File: config.mk
export PLATFORM = sky130hd
export DESIGN_NAME = motor_speed_pid_with_pwm_direction_core_flat
export DESIGN_NICKNAME = d
export VERILOG_FILES = /design/src/rtl/mspid_pkg.sv /design/src/rtl/mspid_if.sv /design/src/rtl/mspid_err_stage.sv /design/src/rtl/mspid_mul_stage.sv /design/src/rtl/mspid_duty_stage.sv /design/src/rtl/motor_speed_pid_with_pwm_direction_core.sv /design/src/flat_wrapper.sv
export VERILOG_INCLUDE_DIRS = /design/src /design/src/rtl
export SDC_FILE = /design/constraint.sdc
export NUM_CORES = 2
export LEC_CHECK = 0
export ABC_CLOCK_PERIOD_IN_PS = 18100
export BUFFER_PORTS_ARGS = -buffer_cell sky130_fd_sc_hd__buf_2
export CORE_MARGIN = 2
export CORE_UTILIZATION = 35
export CTS_BUF_LIST = sky130_fd_sc_hd__clkbuf_8
export CTS_CLUSTER_DIAMETER = 120
export CTS_CLUSTER_SIZE = 40
export DETAILED_ROUTE_END_ITERATION = 10
export SYNTH_ARGS = -nofsm -noshare
export SYNTH_HDL_FRONTEND = slang
export SYNTH_HIERARCHICAL = 1
export SYNTH_SLANG_ARGS = --single-unit
File: constraint.sdc
create_clock -name clk_i -period 18.1 [get_ports clk_i]
set_input_delay 1.81 -clock clk_i [delete_from_list [all_inputs] [get_ports clk_i]]
set_output_delay 1.81 -clock clk_i [all_outputs]
set_load 0.005 [all_outputs]
File: src/rtl/motor_speed_pid_with_pwm_direction_core_assert.svh
// ----------------------------------------------------------------------------
// assertion macros for the motor speed pid core
// ----------------------------------------------------------------------------
`ifndef MOTOR_SPEED_PID_WITH_PWM_DIRECTION_CORE_ASSERT_SVH
`define MOTOR_SPEED_PID_WITH_PWM_DIRECTION_CORE_ASSERT_SVH

// same-cycle implication, checked out of reset
`define MSPID_ASSERT_NOW(lbl, ante, cons) \
  lbl: assert property (@(posedge clk_i) disable iff (!rst_ni) (ante) |-> (cons)) \
    else $error("mspid assertion failed");

// next-cycle implication, checked out of reset
`define MSPID_ASSERT_NEXT(lbl, ante, cons) \
  lbl: assert property (@(posedge clk_i) disable iff (!rst_ni) (ante) |=> (cons)) \
    else $error("mspid assertion failed");

`endif

File: src/rtl/mspid_pkg.sv
// ----------------------------------------------------------------------------
// mspid_pkg
// shared widths, constants and types of the motor speed pid core
// ----------------------------------------------------------------------------
package mspid_pkg;

  localparam int GAIN_FRAC_BITS = 8;
  localparam int SUM_WIDTH      = 32;

  localparam int ERR_W  = 16;
  localparam int GAIN_W = 16;
  localparam int DIFF_W = ERR_W + 1;
  localparam int SUM_W  = SUM_WIDTH;
  localparam int PP_W   = GAIN_W + ERR_W;
  localparam int PD_W   = GAIN_W + DIFF_W;
  localparam int PI_W   = GAIN_W + SUM_W;
  localparam int INC_W  = SUM_W + 18;
  localparam int LIM_W  = (INC_W > 42) ? INC_W : 42;
  localparam int Q_W    = LIM_W + 9;
  localparam int DUTY_W = 16;
  localparam int PCT_W  = 7;
  localparam int SHR    = (GAIN_FRAC_BITS - 8) & 7;
  localparam int SHL    = (8 - GAIN_FRAC_BITS) & 7;

  localparam logic signed [DUTY_W-1:0] DUTY_ONE = 16'sd256;
  localparam logic signed [DUTY_W-1:0] DUTY_MAX = 16'sd25600;
  localparam logic [PCT_W-1:0]         BRAKE_PCT = 7'd100;
  localparam logic signed [LIM_W-1:0]  INC_LIM  = {{(LIM_W-41){1'b0}}, 1'b1, 40'd0};

  typedef enum logic [1:0] {
    CFG_TARGET = 2'd0,
    CFG_GAIN_P = 2'd1,
    CFG_GAIN_I = 2'd2,
    CFG_GAIN_D = 2'd3
  } cfg_idx_e;

  typedef struct packed {
    logic signed [ERR_W-1:0]  target;
    logic signed [GAIN_W-1:0] gain_p;
    logic signed [GAIN_W-1:0] gain_i;
    logic signed [GAIN_W-1:0] gain_d;
  } cfg_t;

  typedef struct packed {
    logic signed [ERR_W-1:0]  err;
    logic signed [SUM_W-1:0]  sum;
    logic signed [DIFF_W-1:0] diff;
  } err_t;

  typedef struct packed {
    logic signed [ERR_W-1:0] err;
    logic signed [PP_W-1:0]  prod_p;
    logic signed [PD_W-1:0]  prod_d;
    logic signed [PI_W-1:0]  prod_i;
  } prod_t;

  typedef struct packed {
    logic [PCT_W-1:0]         duty_a;
    logic [PCT_W-1:0]         duty_b;
    logic signed [DUTY_W-1:0] duty_value;
    logic signed [ERR_W-1:0]  speed_error;
  } res_t;

endpackage

File: src/rtl/mspid_if.sv
// ----------------------------------------------------------------------------
// mspid_in_if / mspid_out_if
// valid/ready channels for measured speed beats and duty result beats
// ----------------------------------------------------------------------------
interface mspid_in_if;
  logic              valid;
  logic              ready;
  logic signed [15:0] measured_rpm;

  modport source (output valid, output measured_rpm, input ready);
  modport sink   (input valid, input measured_rpm, output ready);
endinterface

interface mspid_out_if;
  logic              valid;
  logic              ready;
  logic [6:0]        duty_a;
  logic [6:0]        duty_b;
  logic signed [15:0] duty_value;
  logic signed [15:0] speed_error;

  modport source (output valid, output duty_a, output duty_b, output duty_value,
                  output speed_error, input ready);
  modport sink   (input valid, input duty_a, input duty_b, input duty_value,
                  input speed_error, output ready);
endinterface

File: src/rtl/mspid_err_stage.sv
// ----------------------------------------------------------------------------
// mspid_err_stage
// saturated speed error, error sum and derivative term, with their state
// ----------------------------------------------------------------------------
module mspid_err_stage (
  input  logic                            clk_i,
  input  logic                            rst_ni,
  input  logic                            load_i,
  input  logic signed [mspid_pkg::ERR_W-1:0] measured_i,
  input  mspid_pkg::cfg_t                 cfg_i,
  output mspid_pkg::err_t                 err_o
);

  localparam int EW = mspid_pkg::ERR_W;
  localparam int SW = mspid_pkg::SUM_W;

  logic signed [EW-1:0] last_q, last_d;
  logic signed [SW-1:0] sum_q, sum_d;
  mspid_pkg::err_t      err_q, err_d;

  logic signed [EW:0]   err_w;
  logic signed [EW-1:0] err_s;
  logic signed [SW:0]   sum_w;
  logic signed [SW-1:0] sum_s;

  always_comb begin
    err_w = $signed({cfg_i.target[EW-1], cfg_i.target}) - $signed({measured_i[EW-1], measured_i});
    case ({err_w[EW], err_w[EW-1]})
      2'b01:   err_s = {1'b0, {(EW-1){1'b1}}};
      2'b10:   err_s = {1'b1, {(EW-1){1'b0}}};
      default: err_s = err_w[EW-1:0];
    endcase

    sum_w = $signed({sum_q[SW-1], sum_q}) + (SW+1)'(err_s);
    case ({sum_w[SW], sum_w[SW-1]})
      2'b01:   sum_s = {1'b0, {(SW-1){1'b1}}};
      2'b10:   sum_s = {1'b1, {(SW-1){1'b0}}};
      default: sum_s = sum_w[SW-1:0];
    endcase

    err_d.err  = err_s;
    err_d.sum  = sum_s;
    err_d.diff = mspid_pkg::DIFF_W'(err_s) - mspid_pkg::DIFF_W'(last_q);

    last_d = last_q;
    sum_d  = sum_q;
    if (load_i) begin
      last_d = err_s;
      // sum restarts on an error sign change, after this beat used it
      sum_d  = (err_s[EW-1] ^ last_q[EW-1]) ? '0 : sum_s;
    end
  end

  always_ff @(posedge clk_i or negedge rst_ni) begin
    if (!rst_ni) begin
      last_q <= '0;
      sum_q  <= '0;
    end else begin
      last_q <= last_d;
      sum_q  <= sum_d;
    end
  end

  always_ff @(posedge clk_i) begin
    if (load_i) begin
      err_q <= err_d;
    end
  end

  assign err_o = err_q;

endmodule

File: src/rtl/mspid_mul_stage.sv
// ----------------------------------------------------------------------------
// mspid_mul_stage
// proportional, derivative and integral gain products
// ----------------------------------------------------------------------------
module mspid_mul_stage (
  input  logic            clk_i,
  input  logic            load_i,
  input  mspid_pkg::cfg_t cfg_i,
  input  mspid_pkg::err_t err_i,
  output mspid_pkg::prod_t prod_o
);

  mspid_pkg::prod_t prod_q, prod_d;

  always_comb begin
    prod_d.err    = err_i.err;
    prod_d.prod_p = mspid_pkg::PP_W'(cfg_i.gain_p) * mspid_pkg::PP_W'(err_i.err);
    prod_d.prod_d = mspid_pkg::PD_W'(cfg_i.gain_d) * mspid_pkg::PD_W'(err_i.diff);
    prod_d.prod_i = mspid_pkg::PI_W'(cfg_i.gain_i) * mspid_pkg::PI_W'(err_i.sum);
  end

  always_ff @(posedge clk_i) begin
    if (load_i) begin
      prod_q <= prod_d;
    end
  end

  assign prod_o = prod_q;

endmodule

File: src/rtl/mspid_duty_stage.sv
// ----------------------------------------------------------------------------
// mspid_duty_stage
// duty accumulator, direction floor, clamp and bridge split into the result
// ----------------------------------------------------------------------------
module mspid_duty_stage (
  input  logic             clk_i,
  input  logic             rst_ni,
  input  logic             load_i,
  input  mspid_pkg::cfg_t  cfg_i,
  input  mspid_pkg::prod_t prod_i,
  output mspid_pkg::res_t  res_o
);

  localparam int IW = mspid_pkg::INC_W;
  localparam int LW = mspid_pkg::LIM_W;
  localparam int QW = mspid_pkg::Q_W;
  localparam int DW = mspid_pkg::DUTY_W;

  logic signed [DW-1:0] acc_q, acc_d;
  mspid_pkg::res_t      res_q, res_d;

  logic signed [IW-1:0] inc;
  logic signed [LW-1:0] lim;
  logic signed [QW-1:0] q8;
  logic signed [QW-1:0] duty;
  logic signed [DW-1:0] duty_s;
  logic signed [DW-1:0] mag;

  always_comb begin
    inc = IW'(prod_i.prod_p) - IW'(prod_i.prod_d) + IW'(prod_i.prod_i);
    lim = LW'(inc);
    if (lim > mspid_pkg::INC_LIM) begin
      lim = mspid_pkg::INC_LIM;
    end else if (lim < -mspid_pkg::INC_LIM) begin
      lim = -mspid_pkg::INC_LIM;
    end

    if (mspid_pkg::GAIN_FRAC_BITS >= 8) begin
      q8 = QW'(lim >>> mspid_pkg::SHR);
    end else begin
      q8 = QW'(lim) <<< mspid_pkg::SHL;
    end

    duty = QW'(acc_q) + q8;
    if (cfg_i.target > 0 && duty < QW'(mspid_pkg::DUTY_ONE)) begin
      duty = QW'(mspid_pkg::DUTY_ONE);
    end else if (cfg_i.target < 0 && duty > -QW'(mspid_pkg::DUTY_ONE)) begin
      duty = -QW'(mspid_pkg::DUTY_ONE);
    end
    if (duty > QW'(mspid_pkg::DUTY_MAX)) begin
      duty = QW'(mspid_pkg::DUTY_MAX);
    end else if (duty < -QW'(mspid_pkg::DUTY_MAX)) begin
      duty = -QW'(mspid_pkg::DUTY_MAX);
    end
    duty_s = duty[DW-1:0];

    mag = duty_s[DW-1] ? -duty_s : duty_s;
    res_d.duty_value  = duty_s;
    res_d.speed_error = prod_i.err;
    if (duty_s > 0) begin
      res_d.duty_a = '0;
      res_d.duty_b = mag[14:8];
    end else if (duty_s < 0) begin
      res_d.duty_a = mag[14:8];
      res_d.duty_b = '0;
    end else begin
      res_d.duty_a = mspid_pkg::BRAKE_PCT;
      res_d.duty_b = mspid_pkg::BRAKE_PCT;
    end

    acc_d = load_i ? duty_s : acc_q;
  end

  always_ff @(posedge clk_i or negedge rst_ni) begin
    if (!rst_ni) begin
      acc_q <= '0;
    end else begin
      acc_q <= acc_d;
    end
  end

  always_ff @(posedge clk_i) begin
    if (load_i) begin
      res_q <= res_d;
    end
  end

  assign res_o = res_q;

endmodule

File: src/rtl/motor_speed_pid_with_pwm_direction_core.sv
// ----------------------------------------------------------------------------
// motor_speed_pid_with_pwm_direction_core
// incremental pid speed controller with h-bridge duty outputs
// ----------------------------------------------------------------------------
// in_b carries one measured speed beat per control tick; out_b returns one
// beat per tick with the bridge duties, the clamped q7.8 duty and the
// saturated speed error. setpoint and gains are written through the cfg
// port (index 0 target, 1 kp, 2 ki, 3 kd) only while no beat is in flight;
// the user must keep to this; the block does not enforce it. three register
// stages: error/sum, gain products, duty accumulator with the result
// register. a result is valid once its beat has passed all three, and one
// beat per cycle is taken when out_b keeps up. the duty accumulator and the
// error sum advance as each beat passes through. reset clears the config
// registers, error state, duty accumulator and all valid bits. when out_b
// stalls, the result waits in its register and the two stages before it
// still fill, so up to three beats are held before in_b.ready drops.
// ----------------------------------------------------------------------------
`include "motor_speed_pid_with_pwm_direction_core_assert.svh"

module motor_speed_pid_with_pwm_direction_core (
  input  logic        clk_i,
  input  logic        rst_ni,
  input  logic        cfg_we_i,
  input  logic [1:0]  cfg_idx_i,
  input  logic [15:0] cfg_wdata_i,
  mspid_in_if.sink    in_b,
  mspid_out_if.source out_b
);

  mspid_pkg::cfg_t  cfg_q, cfg_d;
  mspid_pkg::err_t  err_s;
  mspid_pkg::prod_t prod_s;
  mspid_pkg::res_t  res_s;

  logic v1_q, v2_q, vo_q;
  logic adv_o, adv2, adv1;
  logic load1, load2, load_o;

  always_comb begin
    cfg_d = cfg_q;
    if (cfg_we_i) begin
      case (mspid_pkg::cfg_idx_e'(cfg_idx_i))
        mspid_pkg::CFG_TARGET: cfg_d.target = cfg_wdata_i;
        mspid_pkg::CFG_GAIN_P: cfg_d.gain_p = cfg_wdata_i;
        mspid_pkg::CFG_GAIN_I: cfg_d.gain_i = cfg_wdata_i;
        mspid_pkg::CFG_GAIN_D: cfg_d.gain_d = cfg_wdata_i;
        default:               cfg_d = cfg_q;
      endcase
    end
  end

  assign adv_o  = !vo_q || out_b.ready;
  assign load_o = v2_q && adv_o;
  assign adv2   = !v2_q || adv_o;
  assign load2  = v1_q && adv2;
  assign adv1   = !v1_q || adv2;
  assign load1  = in_b.valid && adv1;

  assign in_b.ready = adv1;

  always_ff @(posedge clk_i or negedge rst_ni) begin
    if (!rst_ni) begin
      cfg_q <= '0;
      v1_q  <= 1'b0;
      v2_q  <= 1'b0;
      vo_q  <= 1'b0;
    end else begin
      cfg_q <= cfg_d;
      if (adv1) v1_q <= in_b.valid;
      if (adv2) v2_q <= v1_q;
      if (adv_o) vo_q <= v2_q;
    end
  end

  mspid_err_stage u_err (
    .clk_i      (clk_i),
    .rst_ni     (rst_ni),
    .load_i     (load1),
    .measured_i (in_b.measured_rpm),
    .cfg_i      (cfg_q),
    .err_o      (err_s)
  );

  mspid_mul_stage u_mul (
    .clk_i  (clk_i),
    .load_i (load2),
    .cfg_i  (cfg_q),
    .err_i  (err_s),
    .prod_o (prod_s)
  );

  mspid_duty_stage u_duty (
    .clk_i  (clk_i),
    .rst_ni (rst_ni),
    .load_i (load_o),
    .cfg_i  (cfg_q),
    .prod_i (prod_s),
    .res_o  (res_s)
  );

  assign out_b.valid       = vo_q;
  assign out_b.duty_a      = res_s.duty_a;
  assign out_b.duty_b      = res_s.duty_b;
  assign out_b.duty_value  = res_s.duty_value;
  assign out_b.speed_error = res_s.speed_error;

  `MSPID_ASSERT_NOW(a_duty_range, vo_q,
    res_s.duty_value <= mspid_pkg::DUTY_MAX && res_s.duty_value >= -mspid_pkg::DUTY_MAX)
  `MSPID_ASSERT_NOW(a_brake, vo_q && res_s.duty_value == '0,
    res_s.duty_a == mspid_pkg::BRAKE_PCT && res_s.duty_b == mspid_pkg::BRAKE_PCT)
  `MSPID_ASSERT_NOW(a_one_side, vo_q && res_s.duty_value != '0,
    res_s.duty_a == '0 || res_s.duty_b == '0)
  `MSPID_ASSERT_NEXT(a_capture, in_b.valid && in_b.ready, v1_q)

endmodule
File: src/flat_wrapper.sv
// flat-port wrapper written by rule: the top's interface ports become plain ports
module motor_speed_pid_with_pwm_direction_core_flat 
  (clk_i, rst_ni, cfg_we_i, cfg_idx_i, cfg_wdata_i, in_b_valid, in_b_measured_rpm, in_b_ready, out_b_valid, out_b_duty_a, out_b_duty_b, out_b_duty_value, out_b_speed_error, out_b_ready);
  mspid_in_if in_b_i ();
  mspid_out_if out_b_i ();
  input  logic clk_i;
  input  logic rst_ni;
  input  logic cfg_we_i;
  input  logic [1:0] cfg_idx_i;
  input  logic [15:0] cfg_wdata_i;
  input wire logic [$bits(in_b_i.valid)-1:0] in_b_valid;
  input wire logic [$bits(in_b_i.measured_rpm)-1:0] in_b_measured_rpm;
  output wire logic [$bits(in_b_i.ready)-1:0] in_b_ready;
  output wire logic [$bits(out_b_i.valid)-1:0] out_b_valid;
  output wire logic [$bits(out_b_i.duty_a)-1:0] out_b_duty_a;
  output wire logic [$bits(out_b_i.duty_b)-1:0] out_b_duty_b;
  output wire logic [$bits(out_b_i.duty_value)-1:0] out_b_duty_value;
  output wire logic [$bits(out_b_i.speed_error)-1:0] out_b_speed_error;
  input wire logic [$bits(out_b_i.ready)-1:0] out_b_ready;
  assign in_b_i.valid = in_b_valid;
  assign in_b_i.measured_rpm = in_b_measured_rpm;
  assign in_b_ready = in_b_i.ready;
  assign out_b_valid = out_b_i.valid;
  assign out_b_duty_a = out_b_i.duty_a;
  assign out_b_duty_b = out_b_i.duty_b;
  assign out_b_duty_value = out_b_i.duty_value;
  assign out_b_speed_error = out_b_i.speed_error;
  assign out_b_i.ready = out_b_ready;
  motor_speed_pid_with_pwm_direction_core u_core (.clk_i(clk_i), .rst_ni(rst_ni), .cfg_we_i(cfg_we_i), .cfg_idx_i(cfg_idx_i), .cfg_wdata_i(cfg_wdata_i), .in_b(in_b_i), .out_b(out_b_i));
endmodule
After elaboration in Yosys (flattened, before gate mapping) --
Index checks and enable logic that the tools add are counted.
Storage, ports and cells: register bits 371, word-level logic and storage cells 80
Operators by class: $lt $le $gt $ge 10, $mul 3, add/subtract/negate cells 7, bitwise gates (word level) 2, equal/unequal tests 7, reductions and logical operators 17, muxes and demuxes 12
Operator list (count):
- $mux 59 | 2
- $mux 50 | 2
- $pmux 32 s2 | 1
- $gt 59x16->1 const B | 1
- $lt 59x16->1 const B | 1
- $add 16x50->51 | 1
- $gt 51x9->1 const B | 1
- $lt 51x10->1 const B | 1
- $gt 50x42->1 const B | 1
- $lt 50x41->1 const B | 1
- $add 34x48->49 | 1
- $mul 16x32->48 | 1
- $sub 16x16->17 | 2
- $sub 32x33->34 | 1
- $add 32x16->33 | 1
- $mul 16x17->33 | 1
- $gt 16x1->1 const B | 2
- $lt 16x1->1 const B | 2
- $mul 16x16->32 | 1
- $mux 16 | 2
- $mux 32 | 1
- $pmux 16 s2 | 1
- $mux 15 | 1
- $neg 15->15 | 1
- other kinds (12) | 28

Depth between registers and ports, before layout --
depth after elaboration 17, gate-level depth with buffers 42, mapped depth without buffers 39

Modules after synthesis --
Netlist, hierarchy kept.
By module, submodules not included:
- mspid_mul_stage | area each 41665.0 µm², sequential area each 3873.7 µm², instances 1, cells an instance 4367
- mspid_duty_stage | area each 11745.0 µm², sequential area each 1781.7 µm², instances 1, cells an instance 1545
- mspid_err_stage | area each 7370.8 µm², sequential area each 3153.0 µm², instances 1, cells an instance 732
- motor_speed_pid_with_pwm_direction_core | area each 2547.4 µm², sequential area each 1676.6 µm², instances 1, cells an instance 148

Least setup slack after synthesis --
OpenSTA, ideal clock, no wires.
path kind in2reg, start input out_b_ready, end register u_core.u_mul.prod_q (netlist bit u_core/u_mul/prod_o[0]) (enable), arrival 11.175 ns, cell stages on the path 2, setup time 0.814 ns, data required time 17.286 ns, path slack 6.111 ns, cells stage by stage nor2b_1 a21boi_0
Between the ends: cells in the longest elaborated chain, start to end 3
Ends and longest elaborated chain:
- start, declared | RTL line flat_wrapper.sv:19 | input wire logic [$bits(out_b_i.ready)-1:0] out_b_ready;
- $logic_or 1x1->1 | RTL line motor_speed_pid_with_pwm_direction_core.sv:52 | assign adv_o = !vo_q || out_b.ready;
- $logic_or 1x1->1 | RTL line motor_speed_pid_with_pwm_direction_core.sv:54 | assign adv2 = !v2_q || adv_o;
- $logic_and 1x1->1 | RTL line motor_speed_pid_with_pwm_direction_core.sv:55 | assign load2 = v1_q && adv2;
- net u_core.load2 | RTL line motor_speed_pid_with_pwm_direction_core.sv:37 | logic load1, load2, load_o;
- end signal, assigned | RTL line mspid_mul_stage.sv:24 | prod_q <= prod_d;
- end, declared | RTL line mspid_mul_stage.sv:13 | mspid_pkg::prod_t prod_q, prod_d;
The timed path passes the listed nets, and every way through them passes these cells. A chain may end at the register's enable or synchronous reset.

Worst setup path in the final report --
start register u_core.u_mul.prod_q (netlist bit u_core/u_mul/prod_o[82]), end register u_core.u_duty.res_q (netlist bit u_core/u_duty/res_o[32]) (data pin)
Between the ends: cells in the longest elaborated chain, start to end 16
Ends and longest elaborated chain:
- $sub 32x33->34 * | RTL line mspid_duty_stage.sv:30 | inc = IW'(prod_i.prod_p) - IW'(prod_i.prod_d) + IW'(prod_i.prod_i);
- $add 34x48->49 * | RTL line mspid_duty_stage.sv:30
- $lt 50x41->1 | RTL line mspid_duty_stage.sv:34 | end else if (lim < -mspid_pkg::INC_LIM) begin
- $mux 50 | RTL line mspid_duty_stage.sv:34
- $mux 50 * | RTL line mspid_duty_stage.sv:32 | if (lim > mspid_pkg::INC_LIM) begin
- $add 16x50->51 * | RTL line mspid_duty_stage.sv:44 | duty = QW'(acc_q) + q8;
- $gt 51x9->1 | RTL line mspid_duty_stage.sv:47 | end else if (cfg_i.target < 0 && duty > -QW'(mspid_pkg::DUTY_ONE)) begin
- $logic_and 1x1->1 | RTL line mspid_duty_stage.sv:47
- $mux 59 | RTL line mspid_duty_stage.sv:47
- $mux 59 * | RTL line mspid_duty_stage.sv:45 | if (cfg_i.target > 0 && duty < QW'(mspid_pkg::DUTY_ONE)) begin
- $lt 59x16->1 | RTL line mspid_duty_stage.sv:52 | end else if (duty < -QW'(mspid_pkg::DUTY_MAX)) begin
- $mux 16 | RTL line mspid_duty_stage.sv:52
- $mux 16 * | RTL line mspid_duty_stage.sv:50 | if (duty > QW'(mspid_pkg::DUTY_MAX)) begin
- $neg 15->15 | RTL line mspid_duty_stage.sv:57 | mag = duty_s[DW-1] ? -duty_s : duty_s;
- $mux 15 | RTL line mspid_duty_stage.sv:57
- $mux 7 * | RTL line mspid_duty_stage.sv:60 | if (duty_s > 0) begin
- end signal, assigned | RTL line mspid_duty_stage.sv:84 | res_q <= res_d;
- end, declared | RTL line mspid_duty_stage.sv:20 | mspid_pkg::res_t res_q, res_d;
Mark *: on every way between the ends. The rest lies on a longest branch, timed or not.

==> reports/qor.txt <==
All-Layer GR Usage -> 0.196
clock buffer depth -> 3
P&R area growth vs syn -> 5.33%
Final period util -> 0.619
DR WL/cell -> 20.0 um
gpl congestion -> 0.938
final setup vio count -> 0
setup TNS -> 0 ns
via density per instance -> 5.17
Async SR Flop Fraction -> 0.353
via count -> 47,000
first-pass iteration count of the detailed router -> 5
CP top delay family -> compound AO/OA/AOI/OAI gates
Seq cells post-synth -> 371
Worst-path clk slew -> 0.22 ns
crit start category -> flop
Syn Area/Cell -> 9.32 sq um
sequential-to-total area share from yosys stat -> 0.166
DRC Markers -> 0
Synth Area in Adders -> 0.429
layout cells sized above 1 -> 0.0504
first-pass GRT wire length -> 285,000 um
Post-synth EDFFs -> 240
CP Class -> flop to flop
clk root buf -> clkbuf_8
H-Tree Depth -> 1
Worst slew margin -> 0.172
# rows -> 156
min-delay src -> u_core/u_mul/prod_o[113]
final clock skew -> 0.135 ns
vias in the first global route -> 49,300
status -> completed
Synth Flop Type -> edfxtp_1
slowest cell delay on critical path -> 0.72 ns
Worst EP required -> 18.58 ns
Simple-Gate Fraction of Synth Area -> 0.149
Syn. warnings -> 6
Post-CTS Setup Bufs -> 0
Buf/Inv on CP -> 3
TritonCTS clock tree -> yes
initial core utilization -> 0.351
R2R Path End -> u_core/u_duty/res_o[32]
Final Util -> 0.370
RSZ-0062 raised after global routing -> false
Max-cap violations -> 0
largest family of logic cells by synthesized area -> adder cells
Reg2Reg Launch Point -> u_core/u_mul/prod_o[82]
r2r setup slk -> 6.90 ns
fin crit period -> 11.20 ns
Crit Path Max Fanout -> 35
Worst-Skew Late Latency -> 0.78 ns
Post-DP HPWL -> 145,000 um
largest net degree at the start of global routing -> 73
crit path DAT -> 11.68 ns
slew at the pin closest to its max-slew limit -> 1.23 ns
final wirelength -> 182,000 um
WP depth -> 35
Cells after Synth -> 6,792
core area -> 180,000 sq um
Crit-path slowest cell -> a2111oi_0
initial antenna violation count -> 19
I/O Buffers -> 86
pre-CTS setup slack -> 7.18 ns
die area -> 184,000 sq um
Highest Clock Rate -> 89.3 MHz
Synth Area in Compound Gates -> 0.108
Final Worst Setup Slack -> 6.90 ns
Worst Hold Depth -> 0
I/O pin count -> 87
final hold vios -> 0
multiplexer share of the synthesized area -> 0.0152
layout net count -> 8,256
crit end category -> flop
Antenna Nets Post-Route -> 0
Synth Area in XOR/XNOR -> 0.0324
hold_buf cts -> 0
depth of the most critical reg-to-reg path -> 35
Die H -> 429 um
most common cell after layout, fill and taps aside -> inv_1
CTS sink cnt -> 371
post-CTS sizing -> 0
Die Wd -> 429 um
Synth Cell Area -> 63,300 sq um
total gr overflow -> 0
Cell variety after synth -> 126
most frequent cells in the layout -> inv_1 (1,434), fa_1 (1,076), nand2_1 (772), ha_1 (445), and2_1 (440)
1st-iter DRT viols -> 3,425
count of pins over their slew limit -> 0
cts bufs inserted -> 21
synthesized net count -> 8,352
hold path endpoint -> u_core/u_duty/res_o[0]
hold crit path type -> flop to flop
-- worst max-delay path by stage --
stage                                  startpoint                      end  slack (ns)
final                     u_core/u_mul/prod_o[82]  u_core/u_duty/res_o[32]        6.90
after global routing      u_core/u_mul/prod_o[82]  u_core/u_duty/res_o[35]        6.05
after CTS                  u_core/u_mul/prod_o[1]  u_core/u_duty/res_o[32]        7.08
after detailed placement   u_core/u_mul/prod_o[1]  u_core/u_duty/res_o[33]        7.18
after global placement     u_core/u_mul/prod_o[1]  u_core/u_duty/res_o[35]        7.20
after floorplan                       out_b_ready   u_core/u_mul/prod_o[0]        6.11
-- state kept, by name, summed over array words and instances, names as in the netlist --
| register | flops |
|---|---|
| u_core/u_duty/res_o | 46 |
| u_core/u_duty/acc_q | 16 |
| u_core/cfg_q | 64 |
| u_core/u_err/err_o | 65 |
| u_core/v2_q | 1 |
| u_core/v1_q | 1 |
| u_core/out_b.valid | 1 |
| u_core/u_err/sum_q | 32 |
| u_core/u_err/last_q | 16 |
| u_core/u_mul/prod_o | 129 |
-- cells in the mapped netlist, types with 10 or more instances --
| master | number | area share |
|---|---|---|
| nand2_1 | 772 | 0.046 |
| nand4_1 | 56 | 0.0055 |
| o211ai_1 | 30 | 0.0036 |
| fa_1 | 1076 | 0.34 |
| o21ai_0 | 128 | 0.010 |
| o21a_1 | 55 | 0.0065 |
| o21ai_1 | 40 | 0.0032 |
| edfxtp_1 | 240 | 0.11 |
| ha_1 | 445 | 0.088 |
| a22o_1 | 17 | 0.0024 |
| a211oi_1 | 39 | 0.0046 |
| nor2b_1 | 34 | 0.0034 |
| nor3b_1 | 24 | 0.0028 |
| nor4_1 | 26 | 0.0026 |
| o21bai_1 | 30 | 0.0036 |
| a221o_1 | 14 | 0.0022 |
| a21boi_0 | 17 | 0.0020 |
| buf_2 | 22 | 0.0017 |
| a21o_1 | 130 | 0.015 |
| a211o_1 | 15 | 0.0021 |
| nor2_1 | 249 | 0.015 |
| and3_1 | 22 | 0.0022 |
| a31oi_1 | 28 | 0.0028 |
| dfrtp_1 | 131 | 0.052 |
| clkbuf_1 | 205 | 0.012 |
| xnor2_1 | 156 | 0.022 |
| o22ai_1 | 19 | 0.0019 |
| nor3_1 | 73 | 0.0058 |
| inv_1 | 1433 | 0.085 |
| o31ai_1 | 19 | 0.0023 |
| a21oi_1 | 272 | 0.021 |
| mux2_2 | 81 | 0.014 |
| o2111ai_1 | 11 | 0.0015 |
| or3_1 | 21 | 0.0021 |
| nand3_1 | 55 | 0.0043 |
| o31a_1 | 10 | 0.0014 |
| xor2_1 | 75 | 0.010 |
| nand2b_1 | 53 | 0.0052 |
| and2_1 | 442 | 0.044 |
-- layer usage --
| metal | GRT usage | vias to the layer above | part of all wire | wire length (um) |
|---|---|---|---|---|
| li1 | - | 21300 | - | - |
| met1 | 0.269 | 24100 | 0.45 | 81000 |
| met2 | 0.330 | 1368 | 0.47 | 86000 |
| met3 | 0.0202 | 219 | 0.053 | 9710 |
| met4 | 0.0518 | 16 | 0.029 | 5250 |
| met5 | 0 | - | 0.00065 | 119 |
-- cell type report --
type	count	area [sq um]
Antenna cell	7	17.5
Clock buffer	22	303
Clock inverter	16	335
Fill cell	18300	114000
Inverter	1437	5390
Multi-Input combinational cell	4742	46500
Sequential cell	371	10500
Tap cell	2370	2970
Timing Repair Buffer	123	714
-- through the flow --
step           instances  instance area, sq um  hold WS (ns)
5_1_grt             9082                 66700         0.466
6_report            9088                 66700         0.450
3_5_place_dp        9043                 66000         0.405
3_3_place_gp        9043                 66000         0.406
4_1_cts             9081                 66700         0.456
2_1_floorplan       6792                 63300         0.400
-- kinds of logic after synthesis --
family | Yosys count
and+or+nand+nor | 1905
buffers and inverters | 1679
adders and majority gates | 1526
AOI/OAI and AO/OA | 993
DFF | 371
xor gates and xnor gates | 232
muxes | 86
Power is left out: the tool's default activity adds up to more than one toggle a clock period on the data nets, which glitch-free logic cannot reach.
